<file path="src/rtl/u8dec_pkg.sv">
// ----------------------------------------------------------------------------
// u8dec_pkg
// Types and constants of the UTF-8 stream decoder with escape skipping.
// ----------------------------------------------------------------------------
package u8dec_pkg;

   // Default width of the byte offset counter
   localparam int OFFSET_BITS_DEFAULT = 32;
   // Depth of the queue between front and back
   localparam int QUEUE_DEPTH = 4;
   // Code point and output offset widths
   localparam int CP_BITS   = 21;
   localparam int OUT_OFF_BITS = 32;

   // Special bytes
   localparam logic [7:0] BYTE_NUL     = 8'h00;
   localparam logic [7:0] BYTE_ESC     = 8'h1B;
   localparam logic [7:0] BYTE_BRACKET = 8'h5B;

   // Lead byte ranges
   localparam logic [7:0] LEAD_LOW    = 8'hC2;
   localparam logic [7:0] LEAD_HIGH   = 8'hF4;
   localparam logic [7:0] LEAD3_FIRST = 8'hE0;
   localparam logic [7:0] LEAD4_FIRST = 8'hF0;

   // Leads with a restricted first continuation
   localparam logic [7:0] LEAD_SURR   = 8'hED;
   localparam logic [7:0] LEAD_E0     = 8'hE0;
   localparam logic [7:0] LEAD_F0     = 8'hF0;
   localparam logic [7:0] LEAD_F4     = 8'hF4;
   localparam logic [7:0] CONT_SURR_MAX = 8'h9F;
   localparam logic [7:0] CONT_E0_MIN   = 8'hA0;
   localparam logic [7:0] CONT_F0_MIN   = 8'h90;
   localparam logic [7:0] CONT_F4_MAX   = 8'h8F;

   // Result kinds
   typedef enum logic [1:0] {
      KIND_VALID   = 2'd0,
      KIND_INVALID = 2'd1,
      KIND_ESCAPE  = 2'd2
   } kind_type;

   // Work handed from front to back for one accepted byte:
   // a head group of head_count results at consecutive offsets from the
   // base, then an optional tail result at the byte's own offset.
   typedef struct packed {
      logic [1:0]         head_count;
      kind_type           head_kind;
      logic [CP_BITS-1:0] head_cp;
      logic               tail_en;
      kind_type           tail_kind;
      logic [7:0]         tail_byte;
   } desc_type;

endpackage

</file>
<file path="src/rtl/u8dec_if.sv">
// ----------------------------------------------------------------------------
// u8dec_req_if / u8dec_rsp_if
// Valid/ready channels carrying raw text bytes in and decoded results out.
// ----------------------------------------------------------------------------
interface u8dec_req_if;
   logic       valid;
   logic       ready;
   logic [7:0] data_byte;
   logic       end_of_text;

   modport source (output valid, output data_byte, output end_of_text, input ready);
   modport sink   (input valid, input data_byte, input end_of_text, output ready);
endinterface

interface u8dec_rsp_if;
   logic        valid;
   logic        ready;
   logic [20:0] code_point;
   logic [1:0]  kind;
   logic [31:0] start_offset;
   logic        last_of_run;

   modport source (output valid, output code_point, output kind, output start_offset,
                   output last_of_run, input ready);
   modport sink   (input valid, input code_point, input kind, input start_offset,
                   input last_of_run, output ready);
endinterface

</file>
<file path="src/rtl/u8dec_front.sv">
// ----------------------------------------------------------------------------
// u8dec_front
// Takes one byte per cycle while the queue has room, tracks the decoder state
// and writes a compact description of the byte's results into the queue.
// ----------------------------------------------------------------------------
module u8dec_front import u8dec_pkg::*; #(
   parameter int OFFSET_BITS = OFFSET_BITS_DEFAULT
) (
   input  logic                   clock,
   input  logic                   reset,
   input  logic                   in_valid,
   output logic                   in_ready,
   input  logic [7:0]             data_byte,
   input  logic                   end_of_text,
   input  logic                   q_full,
   output logic                   q_push,
   output desc_type               q_desc,
   output logic [OFFSET_BITS-1:0] q_base,
   output logic [OFFSET_BITS-1:0] q_pos
);

   // Decoder state
   logic [OFFSET_BITS-1:0] pos_ff,   pos_in;
   logic [OFFSET_BITS-1:0] start_ff, start_in;
   logic [7:0]             lead_ff,  lead_in;
   logic [1:0]             need_ff,  need_in;
   logic [1:0]             held_ff,  held_in;
   logic [CP_BITS-1:0]     value_ff, value_in;
   logic                   esc_ff,   esc_in;
   logic                   inesc_ff, inesc_in;

   // Byte classes
   logic is_nul, is_esc, is_ascii, is_letter, good_lead, cont_ok, fits;
   logic use_lead, accept;
   logic [CP_BITS-1:0] value_ext;
   desc_type desc;

   assign in_ready = !q_full;
   assign accept   = in_valid && in_ready;

   // Classification of the incoming byte
   always_comb begin
      is_nul    = (data_byte == BYTE_NUL);
      is_esc    = (data_byte == BYTE_ESC);
      is_ascii  = !data_byte[7];
      is_letter = data_byte inside {[8'h41:8'h5A], [8'h61:8'h7A]};
      good_lead = data_byte inside {[LEAD_LOW:LEAD_HIGH]};
      cont_ok   = (data_byte[7:6] == 2'b10);
      fits      = cont_ok;
      if (held_ff == 2'd0) begin
         if ((lead_ff == LEAD_SURR && data_byte > CONT_SURR_MAX) ||
             (lead_ff == LEAD_E0   && data_byte < CONT_E0_MIN)   ||
             (lead_ff == LEAD_F0   && data_byte < CONT_F0_MIN)   ||
             (lead_ff == LEAD_F4   && data_byte > CONT_F4_MAX)) begin
            fits = 1'b0;
         end
      end
      value_ext = {value_ff[CP_BITS-7:0], data_byte[5:0]};
   end

   // Next state and work description
   always_comb begin
      pos_in   = pos_ff;
      start_in = start_ff;
      lead_in  = lead_ff;
      need_in  = need_ff;
      held_in  = held_ff;
      value_in = value_ff;
      esc_in   = esc_ff;
      inesc_in = inesc_ff;
      use_lead = 1'b0;

      desc            = '0;
      desc.head_kind  = KIND_INVALID;
      desc.tail_kind  = KIND_INVALID;
      desc.tail_byte  = data_byte;

      if (inesc_ff) begin
         // inside a skipped escape sequence
         if (is_nul || is_letter || end_of_text) begin
            desc.head_count = 2'd1;
            desc.head_kind  = KIND_ESCAPE;
            inesc_in        = 1'b0;
         end
      end else if (esc_ff) begin
         esc_in = 1'b0;
         if (data_byte == BYTE_BRACKET) begin
            inesc_in = 1'b1;
            if (end_of_text) begin
               desc.head_count = 2'd1;
               desc.head_kind  = KIND_ESCAPE;
            end
         end else begin
            // lone ESC is an ordinary code point
            desc.head_count = 2'd1;
            desc.head_kind  = KIND_VALID;
            desc.head_cp    = CP_BITS'(BYTE_ESC);
            use_lead        = 1'b1;
         end
      end else if (need_ff != 2'd0) begin
         if (fits) begin
            value_in = value_ext;
            need_in  = need_ff - 2'd1;
            if (need_ff == 2'd1) begin
               desc.head_count = 2'd1;
               desc.head_kind  = KIND_VALID;
               desc.head_cp    = value_ext;
               lead_in  = '0;
               held_in  = '0;
               value_in = '0;
            end else begin
               held_in = held_ff + 2'd1;
               if (end_of_text) begin
                  // lead, every continuation held so far and this byte
                  desc.head_count = held_ff + 2'd2;
                  desc.head_kind  = KIND_INVALID;
               end
            end
         end else begin
            // broken sequence, breaking byte starts afresh
            desc.head_count = held_ff + 2'd1;
            desc.head_kind  = KIND_INVALID;
            lead_in  = '0;
            need_in  = '0;
            held_in  = '0;
            value_in = '0;
            use_lead = 1'b1;
         end
      end else begin
         use_lead = 1'b1;
      end

      // Byte taken as a lead
      if (use_lead) begin
         desc.tail_kind = (is_ascii && !is_nul) ? KIND_VALID : KIND_INVALID;
         desc.tail_en   = is_nul || (is_ascii && !is_esc) || (!is_ascii && !good_lead) ||
                          (end_of_text && (is_esc || good_lead));
         if (is_esc) begin
            esc_in   = 1'b1;
            start_in = pos_ff;
         end else if (!is_ascii && good_lead) begin
            lead_in  = data_byte;
            start_in = pos_ff;
            held_in  = '0;
            if (data_byte < LEAD3_FIRST) begin
               need_in  = 2'd1;
               value_in = CP_BITS'(data_byte[4:0]);
            end else if (data_byte < LEAD4_FIRST) begin
               need_in  = 2'd2;
               value_in = CP_BITS'(data_byte[3:0]);
            end else begin
               need_in  = 2'd3;
               value_in = CP_BITS'(data_byte[2:0]);
            end
         end
      end

      // End of text flushes everything
      if (end_of_text) begin
         pos_in   = '0;
         start_in = '0;
         lead_in  = '0;
         need_in  = '0;
         held_in  = '0;
         value_in = '0;
         esc_in   = 1'b0;
         inesc_in = 1'b0;
      end else begin
         pos_in = pos_ff + OFFSET_BITS'(1);
      end
   end

   assign q_push = accept && ((desc.head_count != 2'd0) || desc.tail_en);
   assign q_desc = desc;
   assign q_base = start_ff;
   assign q_pos  = pos_ff;

   // State registers
   always_ff @(posedge clock) begin
      if (reset) begin
         pos_ff   <= '0;
         start_ff <= '0;
         lead_ff  <= '0;
         need_ff  <= '0;
         held_ff  <= '0;
         value_ff <= '0;
         esc_ff   <= 1'b0;
         inesc_ff <= 1'b0;
      end else if (accept) begin
         pos_ff   <= pos_in;
         start_ff <= start_in;
         lead_ff  <= lead_in;
         need_ff  <= need_in;
         held_ff  <= held_in;
         value_ff <= value_in;
         esc_ff   <= esc_in;
         inesc_ff <= inesc_in;
      end
   end

endmodule

</file>
<file path="src/rtl/u8dec_queue.sv">
// ----------------------------------------------------------------------------
// u8dec_queue
// Small first-in first-out queue of work descriptions between front and back.
// ----------------------------------------------------------------------------
module u8dec_queue import u8dec_pkg::*; #(
   parameter int WIDTH = 8,
   parameter int DEPTH = QUEUE_DEPTH
) (
   input  logic             clock,
   input  logic             reset,
   input  logic             push,
   input  logic [WIDTH-1:0] wdata,
   input  logic             pop,
   output logic [WIDTH-1:0] rdata,
   output logic             full,
   output logic             empty
);

   localparam int PTR_BITS = (DEPTH > 1) ? $clog2(DEPTH) : 1;
   localparam int CNT_BITS = $clog2(DEPTH + 1);

   logic [WIDTH-1:0]    slot_ff [DEPTH];
   logic [PTR_BITS-1:0] wr_ff, wr_in;
   logic [PTR_BITS-1:0] rd_ff, rd_in;
   logic [CNT_BITS-1:0] count_ff, count_in;
   logic                do_push, do_pop;

   assign full    = (count_ff == CNT_BITS'(DEPTH));
   assign empty   = (count_ff == '0);
   assign do_push = push && !full;
   assign do_pop  = pop && !empty;
   assign rdata   = slot_ff[rd_ff];

   // Pointer and fill count update
   always_comb begin
      wr_in    = wr_ff;
      rd_in    = rd_ff;
      count_in = count_ff;
      if (do_push) begin
         wr_in = (wr_ff == PTR_BITS'(DEPTH - 1)) ? '0 : wr_ff + PTR_BITS'(1);
      end
      if (do_pop) begin
         rd_in = (rd_ff == PTR_BITS'(DEPTH - 1)) ? '0 : rd_ff + PTR_BITS'(1);
      end
      if (do_push && !do_pop) begin
         count_in = count_ff + CNT_BITS'(1);
      end else if (do_pop && !do_push) begin
         count_in = count_ff - CNT_BITS'(1);
      end
   end

   always_ff @(posedge clock) begin
      if (reset) begin
         wr_ff    <= '0;
         rd_ff    <= '0;
         count_ff <= '0;
      end else begin
         wr_ff    <= wr_in;
         rd_ff    <= rd_in;
         count_ff <= count_in;
      end
   end

   // Storage
   always_ff @(posedge clock) begin
      if (do_push) begin
         slot_ff[wr_ff] <= wdata;
      end
   end

endmodule

</file>
<file path="src/rtl/u8dec_back.sv">
// ----------------------------------------------------------------------------
// u8dec_back
// Expands each work description into its results, one per cycle while the
// queue is not empty and the output is not stalled, into an output register.
// ----------------------------------------------------------------------------
module u8dec_back import u8dec_pkg::*; #(
   parameter int OFFSET_BITS = OFFSET_BITS_DEFAULT
) (
   input  logic                    clock,
   input  logic                    reset,
   input  logic                    q_empty,
   input  desc_type                q_desc,
   input  logic [OFFSET_BITS-1:0]  q_base,
   input  logic [OFFSET_BITS-1:0]  q_pos,
   output logic                    q_pop,
   output logic                    rsp_valid,
   input  logic                    rsp_ready,
   output logic [CP_BITS-1:0]      code_point,
   output kind_type                kind,
   output logic [OUT_OFF_BITS-1:0] start_offset,
   output logic                    last_of_run
);

   logic [1:0]              idx_ff, idx_in;
   logic                    valid_ff, valid_in;
   logic [CP_BITS-1:0]      cp_ff, cp_in;
   kind_type                kind_ff, kind_in;
   logic [OUT_OFF_BITS-1:0] off_ff, off_in;
   logic                    last_ff, last_in;

   logic [2:0]              total;
   logic                    load, fire;
   logic [OFFSET_BITS-1:0]  off_full;

   assign load = !valid_ff || rsp_ready;
   assign fire = load && !q_empty;

   // Pick the result at the current index of the head description
   always_comb begin
      total   = {1'b0, q_desc.head_count} + {2'b00, q_desc.tail_en};
      last_in = (({1'b0, idx_ff} + 3'd1) == total);
      if ({1'b0, idx_ff} < {1'b0, q_desc.head_count}) begin
         kind_in  = q_desc.head_kind;
         cp_in    = (q_desc.head_kind == KIND_VALID) ? q_desc.head_cp : '0;
         off_full = q_base + OFFSET_BITS'(idx_ff);
      end else begin
         kind_in  = q_desc.tail_kind;
         cp_in    = (q_desc.tail_kind == KIND_VALID) ? CP_BITS'(q_desc.tail_byte) : '0;
         off_full = q_pos;
      end
      off_in = OUT_OFF_BITS'(off_full);
   end

   // Index and output valid
   always_comb begin
      idx_in   = idx_ff;
      valid_in = valid_ff;
      if (fire) begin
         valid_in = 1'b1;
         idx_in   = last_in ? 2'd0 : idx_ff + 2'd1;
      end else if (rsp_ready) begin
         valid_in = 1'b0;
      end
   end

   assign q_pop = fire && last_in;

   always_ff @(posedge clock) begin
      if (reset) begin
         idx_ff   <= '0;
         valid_ff <= 1'b0;
      end else begin
         idx_ff   <= idx_in;
         valid_ff <= valid_in;
      end
   end

   // Output payload
   always_ff @(posedge clock) begin
      if (fire) begin
         cp_ff   <= cp_in;
         kind_ff <= kind_in;
         off_ff  <= off_in;
         last_ff <= last_in;
      end
   end

   assign rsp_valid    = valid_ff;
   assign code_point   = cp_ff;
   assign kind         = kind_ff;
   assign start_offset = off_ff;
   assign last_of_run  = last_ff;

endmodule

</file>
<file path="src/rtl/utf8_stream_decoder_with_csi_skip_top.sv">
// ----------------------------------------------------------------------------
// utf8_stream_decoder_with_csi_skip_top
// Strict UTF-8 stream decoder that skips ESC '[' escape sequences.
//
//   channel  dir  handshake        payload
//   req_ch   in   valid / ready    data_byte[7:0], end_of_text
//   rsp_ch   out  valid / ready    code_point[20:0], kind[1:0],
//                                  start_offset[31:0], last_of_run
//
// One byte is taken per cycle while the queue has room; a byte gives 0 to 4
// results, one per cycle from the back end while rsp ready does not stall it.
// The first result of a byte passes through the queue and then the back end's
// output register. A four-entry queue absorbs bursts between front and back;
// req ready drops only when it is full. Reset is synchronous.
// ----------------------------------------------------------------------------
module utf8_stream_decoder_with_csi_skip_top import u8dec_pkg::*; #(
   parameter int OFFSET_BITS = OFFSET_BITS_DEFAULT
) (
   input  logic        clock,
   input  logic        reset,
   u8dec_req_if.sink   req_ch,
   u8dec_rsp_if.source rsp_ch
);

   localparam int Q_WIDTH = $bits(desc_type) + 2 * OFFSET_BITS;

   desc_type               f_desc, b_desc;
   logic [OFFSET_BITS-1:0] f_base, f_pos, b_base, b_pos;
   logic                   q_push, q_pop, q_full, q_empty;
   logic [Q_WIDTH-1:0]     q_wdata, q_rdata;
   kind_type               rsp_kind;

   // Front: classify bytes, keep decoder state
   u8dec_front #(.OFFSET_BITS(OFFSET_BITS)) u_front (
      .clock       (clock),
      .reset       (reset),
      .in_valid    (req_ch.valid),
      .in_ready    (req_ch.ready),
      .data_byte   (req_ch.data_byte),
      .end_of_text (req_ch.end_of_text),
      .q_full      (q_full),
      .q_push      (q_push),
      .q_desc      (f_desc),
      .q_base      (f_base),
      .q_pos       (f_pos)
   );

   assign q_wdata = {f_desc, f_base, f_pos};

   // Work queue
   u8dec_queue #(.WIDTH(Q_WIDTH), .DEPTH(QUEUE_DEPTH)) u_queue (
      .clock (clock),
      .reset (reset),
      .push  (q_push),
      .wdata (q_wdata),
      .pop   (q_pop),
      .rdata (q_rdata),
      .full  (q_full),
      .empty (q_empty)
   );

   assign {b_desc, b_base, b_pos} = q_rdata;

   // Back: expand into results
   u8dec_back #(.OFFSET_BITS(OFFSET_BITS)) u_back (
      .clock        (clock),
      .reset        (reset),
      .q_empty      (q_empty),
      .q_desc       (b_desc),
      .q_base       (b_base),
      .q_pos        (b_pos),
      .q_pop        (q_pop),
      .rsp_valid    (rsp_ch.valid),
      .rsp_ready    (rsp_ch.ready),
      .code_point   (rsp_ch.code_point),
      .kind         (rsp_kind),
      .start_offset (rsp_ch.start_offset),
      .last_of_run  (rsp_ch.last_of_run)
   );

   assign rsp_ch.kind = rsp_kind;

endmodule

</file>
<file path="src/flat_wrapper.sv">
// flat-port wrapper written by rule: the top's interface ports become plain ports
module utf8_stream_decoder_with_csi_skip_top_flat import u8dec_pkg::*;
#(
   parameter int OFFSET_BITS = OFFSET_BITS_DEFAULT
)
  (clock, reset, req_ch_valid, req_ch_data_byte, req_ch_end_of_text, req_ch_ready, rsp_ch_valid, rsp_ch_code_point, rsp_ch_kind, rsp_ch_start_offset, rsp_ch_last_of_run, rsp_ch_ready);
  u8dec_req_if req_ch_i ();
  u8dec_rsp_if rsp_ch_i ();
  input  logic clock;
  input  logic reset;
  input wire logic [$bits(req_ch_i.valid)-1:0] req_ch_valid;
  input wire logic [$bits(req_ch_i.data_byte)-1:0] req_ch_data_byte;
  input wire logic [$bits(req_ch_i.end_of_text)-1:0] req_ch_end_of_text;
  output wire logic [$bits(req_ch_i.ready)-1:0] req_ch_ready;
  output wire logic [$bits(rsp_ch_i.valid)-1:0] rsp_ch_valid;
  output wire logic [$bits(rsp_ch_i.code_point)-1:0] rsp_ch_code_point;
  output wire logic [$bits(rsp_ch_i.kind)-1:0] rsp_ch_kind;
  output wire logic [$bits(rsp_ch_i.start_offset)-1:0] rsp_ch_start_offset;
  output wire logic [$bits(rsp_ch_i.last_of_run)-1:0] rsp_ch_last_of_run;
  input wire logic [$bits(rsp_ch_i.ready)-1:0] rsp_ch_ready;
  assign req_ch_i.valid = req_ch_valid;
  assign req_ch_i.data_byte = req_ch_data_byte;
  assign req_ch_i.end_of_text = req_ch_end_of_text;
  assign req_ch_ready = req_ch_i.ready;
  assign rsp_ch_valid = rsp_ch_i.valid;
  assign rsp_ch_code_point = rsp_ch_i.code_point;
  assign rsp_ch_kind = rsp_ch_i.kind;
  assign rsp_ch_start_offset = rsp_ch_i.start_offset;
  assign rsp_ch_last_of_run = rsp_ch_i.last_of_run;
  assign rsp_ch_i.ready = rsp_ch_ready;
  utf8_stream_decoder_with_csi_skip_top #(.OFFSET_BITS(OFFSET_BITS)) u_core (.clock(clock), .reset(reset), .req_ch(req_ch_i), .rsp_ch(rsp_ch_i));
endmodule
</file>
<file path="config.mk">
export PLATFORM = sky130hd
export DESIGN_NAME = utf8_stream_decoder_with_csi_skip_top_flat
export DESIGN_NICKNAME = d
export VERILOG_FILES = /design/src/rtl/u8dec_pkg.sv /design/src/rtl/u8dec_if.sv /design/src/rtl/u8dec_front.sv /design/src/rtl/u8dec_queue.sv /design/src/rtl/u8dec_back.sv /design/src/rtl/utf8_stream_decoder_with_csi_skip_top.sv /design/src/flat_wrapper.sv
export SDC_FILE = /design/constraint.sdc
export NUM_CORES = 1
export LEC_CHECK = 0
export BUFFER_PORTS_ARGS = -buffer_cell sky130_fd_sc_hd__buf_2
export CORE_UTILIZATION = 56
export CTS_CLUSTER_SIZE = 12
export DETAILED_ROUTE_END_ITERATION = 10
export PLACE_DENSITY = 0.86
export SLEW_MARGIN = 20
export SYNTH_ARGS = -nofsm -noshare
export SYNTH_HDL_FRONTEND = slang
export SYNTH_HIERARCHICAL = 1
export SYNTH_SLANG_ARGS = --single-unit
</file>
<file path="constraint.sdc">
create_clock -name clock -period 3.6 [get_ports clock]
set_input_delay 0.18 -clock clock [delete_from_list [all_inputs] [get_ports clock]]
set_output_delay 0.18 -clock clock [all_outputs]
set_load 0.1 [all_outputs]
</file>
# Word level (Yosys, flattened, before mapping)
# Memory sizes are Yosys's and may differ from the RTL's. A register that Yosys moved wholly into a read port is not among the register bits.
# Index checks and enable logic that the tools add are counted.
# word_totals
regBits,165
ramBits,400
inputBits,13
output_inout_bits,58
elab_cells,199
mem_count,1
# mem_list
name,words,width,rd,rd_clocked_by_memory_dff,wr,line,rtl
u_core.u_queue.slot_ff,4,100,1,1,1,u8dec_queue.sv:22,logic [WIDTH-1:0] slot_ff [DEPTH];
# op_classes
add_sub_neg,12
n_lt_le_gt_ge,13
n_eq_ne,12
mux,91
reduce_logical,53
# ops
op,n
two-way mux 21 bit,14
two-way mux 32 bit,6
two-way mux 8 bit,10
two-way mux 25 bit,2
two-way mux 2 bit,24
"adder 32 x 1 -> 32 bit, second input constant",1
adder 32 x 2 -> 32 bit,1
"equality test 8 bit, second input constant",4
"less-than comparator 8 bit, second input constant",4
two-way mux 4 bit,6
two-way mux 1 bit,22
logical AND 1 bit,20
"greater-or-equal comparator 8 x 7 -> 1 bit, second input constant",2
"greater-than comparator 8 bit, second input constant",2
"less-or-equal comparator 8 x 7 -> 1 bit, second input constant",2
two-way mux 3 bit,5
nonzero test 2 bit,6
logical OR 1 bit,11
two-way mux 5 bit,2
logical NOT 1 bit,9
"adder 2 x 1 -> 2 bit, second input constant",4
"equality test 8 x 5 -> 1 bit, second input constant",1
"equality test 8 x 7 -> 1 bit, second input constant",1
"greater-or-equal comparator 8 bit, second input constant",1
other kinds (17),21

# Longest topological paths before layout
# logic_depth
ltp_word,19
mapped_depth,15
mapped_depth_nobuf,15

# Hierarchy
# Netlist, hierarchy kept.
# by_module_without_submodules
module,n_inst,cells_each,area_each_um2,seq_area_each_um2
u8dec_queue,1,572,14933.1,12191.7
u8dec_front,1,472,4334.2,1861.8
u8dec_back,1,295,3223.1,1741.7

# Worst setup path before layout
# Ideal clock, no wire load.
# synth_timing
path_kind,register -> register
startpoint,register (tool-made name)
endpoint,register u_core.u_queue.count_ff[2]
setup_time_ps,70
t_arrival_ps,3358
t_required_ps,3530
setup_slack_ps,171
stages_incl_launch_ff,16
path_cell_list,dfxtp_1 > buf_4 > buf_6 > mux4_2 > ha_1 > ha_1 > xnor2_1 > nand3_1 > nor2_1 > o31ai_2 > ha_1 > inv_1 > fa_1 > xor2_1 > or3_2 > a21oi_1
# synth_lines
element,line,rtl
"end signal, assigned",u8dec_queue.sv:60,count_ff <= count_in;
"end, declared",u8dec_queue.sv:25,"logic [CNT_BITS-1:0] count_ff, count_in;"

==> run summary <==
layout cells sized above 1 = 22.1%
Iter 0 DRT Violations = 1367
VDD IR max = 400 uV
die footprint = 41000 um^2
Post-synth EDFFs = 456
Hold Slack = 0.0431 ns
max_slew headroom = 45.0%
total congestion overflow = 0
crit path kind = primary input to flop
antenna viol nets, final = 0
CTS tree = yes
Worst-Margin Slew = 0.824 ns
WL final = 46500 um
wire length on met2 = 22800 um
first-pass GRT wire length = 72200 um
pwr/cell area = 786 nW/um^2
final setup vio count = 0
vias in the first global route = 12.7k
Worst Clk Skew = 0.0266 ns
clk_lat worst skew = 0.58 ns
hold path cells = 2
Worst setup EP type = flop
dominant synthesized flop cell = edfxtp_1
clock sinks = 561
Adder-Cell Fraction of Synth Area = 1.07%
#FFs+latches synth = 561
Post-Synth Simple-Gate Area = 8.12%
GPL Wtd Cong = 0.861
die height = 202 um
Tmin final = 3.49 ns
Synth cell types = 88
CTS Root Cell = clkbuf_16
via count = 12.6k
CP startpoint kind = primary input
max_cap viols = 0
CP Data Required Time = 4.09 ns
max-slew violation count = 0
largest family of logic cells by synthesized area = multiplexers
Synth Area in Compound Gates = 5.99%
chip width = 202 um
Initial Util = 56.7%
Final period util = 96.9%
initial antenna violation count = 0
status = finished clean
Gate Count Post-Synth = 1339
met1 WL = 18900 um
Post-Synth XOR/XNOR Area = 1.60%
P_leak = 8.16 nW
syn_nets = 1370
final hold violation count = 0
first drt pass iteration count = 5
share of the yosys chip area belonging to registers = 70.2%
crit-path max FO = 12
largest net degree at the start of global routing = 49
top layer reached by signal wires = met4
hpwl dp = 27900 um
drt drc = 0
DR vias/cell = 6.26
Total GRT Usage = 22.9%
average wire per standard cell = 23.2 um
row count = 73
met3 routed wirelength = 3590 um
port buffer count = 70
total CTS buffers = 54
H-tree depth = 2
HP Class = primary input to flop
DP Worst Slack = 0.0994 ns
Post-Syn Area = 22500 um^2
post-route setup slack = 0.113 ns
critical path arrival = 3.97 ns
mux contribution to synthesized area = 10.2%
fill cell count = 2649
share of synthesized registers carrying an async set or reset = 0%
clk slew on worst S/H paths = 0.06 ns
core area = 39600 um^2
Avg Cell Area, Syn = 16.8 um^2
ant diodes = 0
Worst R2R Path Depth = 13
I/O pin count = 71
fin nets = 1467
Ys Warns = 6
Layout area overhead = 11.8%
deepest clock path buffer count = 3
fmax = 287 MHz
## worst paths after layout
kind / start / end / slack, ns
max: req_ch_data_byte[0] / u_core/u_queue/count_ff[2] / 0.11
min: req_ch_data_byte[2] / u_core/u_queue/slot_ff[2][66] / 0.04
max reg2reg: flop / u_core/u_queue/count_ff[2] / 0.16
min reg2reg: u_core/u_front/lead_ff[6] / u_core/u_front/lead_ff[6] / 0.47
## through the flow
step	cells	power, W	area (um^2)	setup TNS (ns)	utilization (%)
4_1_cts	2004	0.0198	25100	0	63.3
3_3_place_gp	1898	0.0145	23500	0	59.2
5_1_grt	2006	0.0204	25100	-0.00251	63.4
3_5_place_dp	1898	0.0147	23500	0	59.2
2_1_floorplan	1339	0.0133	22500	0	-
6_report	2006	0.0198	25100	0	63.4
## final cells by class
cell class | count | area (um^2) | area share, %
multi-input cells | 675 | 6120 | 24.4
repair buffers | 120 | 863 | 3.43
clock buffers | 97 | 1570 | 6.26
inverters | 24 | 95.1 | 0.378
well taps | 525 | 657 | 2.61
clock inverters | 4 | 25.0 | 0.0995
flip-flops and latches | 561 | 15800 | 62.9
## synthesized netlist by cell type, types with 21 or more instances
cell type	n	area share, %
a21oi_1	22	0.49
a22o_1	54	2.1
and2_1	35	0.97
buf_2	23	0.51
dfxtp_1	105	9.3
edfxtp_1	456	61
inv_1	23	0.38
mux4_2	100	10
nand2_1	66	1.1
nand3_1	21	0.47
nor2_1	80	1.3
o21ai_0	23	0.51
xor2_1	26	1.0
## metal layers
metal	GRT usage [%]	vias to the layer above
met2	37.2	617
met5	0	-
met3	3.47	95
met4	7.52	0
li1	-	5476
met1	32.0	6378
## kinds of logic after synthesis
logic type | Yosys count
adder cells (fa/ha/maj) | 18
AND/OR/NAND/NOR | 331
XOR/XNOR | 41
multiplexers | 104
other | 1
AO/OA/AOI/OAI | 180
buffers and inverters | 103
flip-flops | 561
## registers in the layout (all words and copies together) (netlist names), 3 cells and up, named ones only
register,cells
u_core/u_front/q_base,32
u_core/u_back/code_point,21
u_core/u_front/q_pos,32
u_core/u_queue/slot_ff,400
u_core/u_front/value_ff,15
u_core/u_queue/count_ff,3
u_core/u_front/lead_ff,8
u_core/u_back/start_offset,32
## worst max-delay path: stages
cell	delay (ns)
dlygate4sd3_1	0.54
buf_2	0.20
or4_1	0.55
nor2_2	0.14
mux2_1	0.34
a22oi_2	0.21
o211ai_2	0.15
o31a_1	0.34
inv_1	0.10
nor2_2	0.06
ha_1	0.22
inv_1	0.08
fa_1	0.19
xor2_1	0.09
or3_2	0.41
a21oi_1	0.15
## what timing repair did
| item | 4_1_cts | 5_1_grt |
|---|---|---|
| endpoints found under the hold margin | 19 | 0 |
| gates resized for setup | 0 | 4 |
| setup buffers | 0 | 2 |
| setup endpoints to repair | 0 | 1 |
| hold buffers | 5 | 0 |
## cells in the final DEF, fill, tap and decap left out, types with 14 or more instances in the layout
master and n:
nor2_1 78, dfxtp_1 103, buf_2 70, a21oi_1 20, nand2_1 66, edfxtp_1 456, or4_1 14, nor3_1 16
a31oi_1 20, o31ai_1 15, ha_1 16, clkbuf_16 55, xnor2_1 15, a22o_1 54, nand3_1 21, nand4_1 14
o21ai_0 23, and2_1 35, xor2_1 26, clkbuf_1 38, inv_1 22, buf_4 35, mux4_2 100
## where the power goes
part / switching (W) / total, W / internal [W]
Combinational: 0.00462 / 0.00612 / 0.00149
Clock: 0.00224 / 0.00517 / 0.00293
Sequential: 0.000278 / 0.00846 / 0.00818
Total: 0.00714 / 0.0198 / 0.0126
Note: power is estimated with default switching activity, not from simulation.
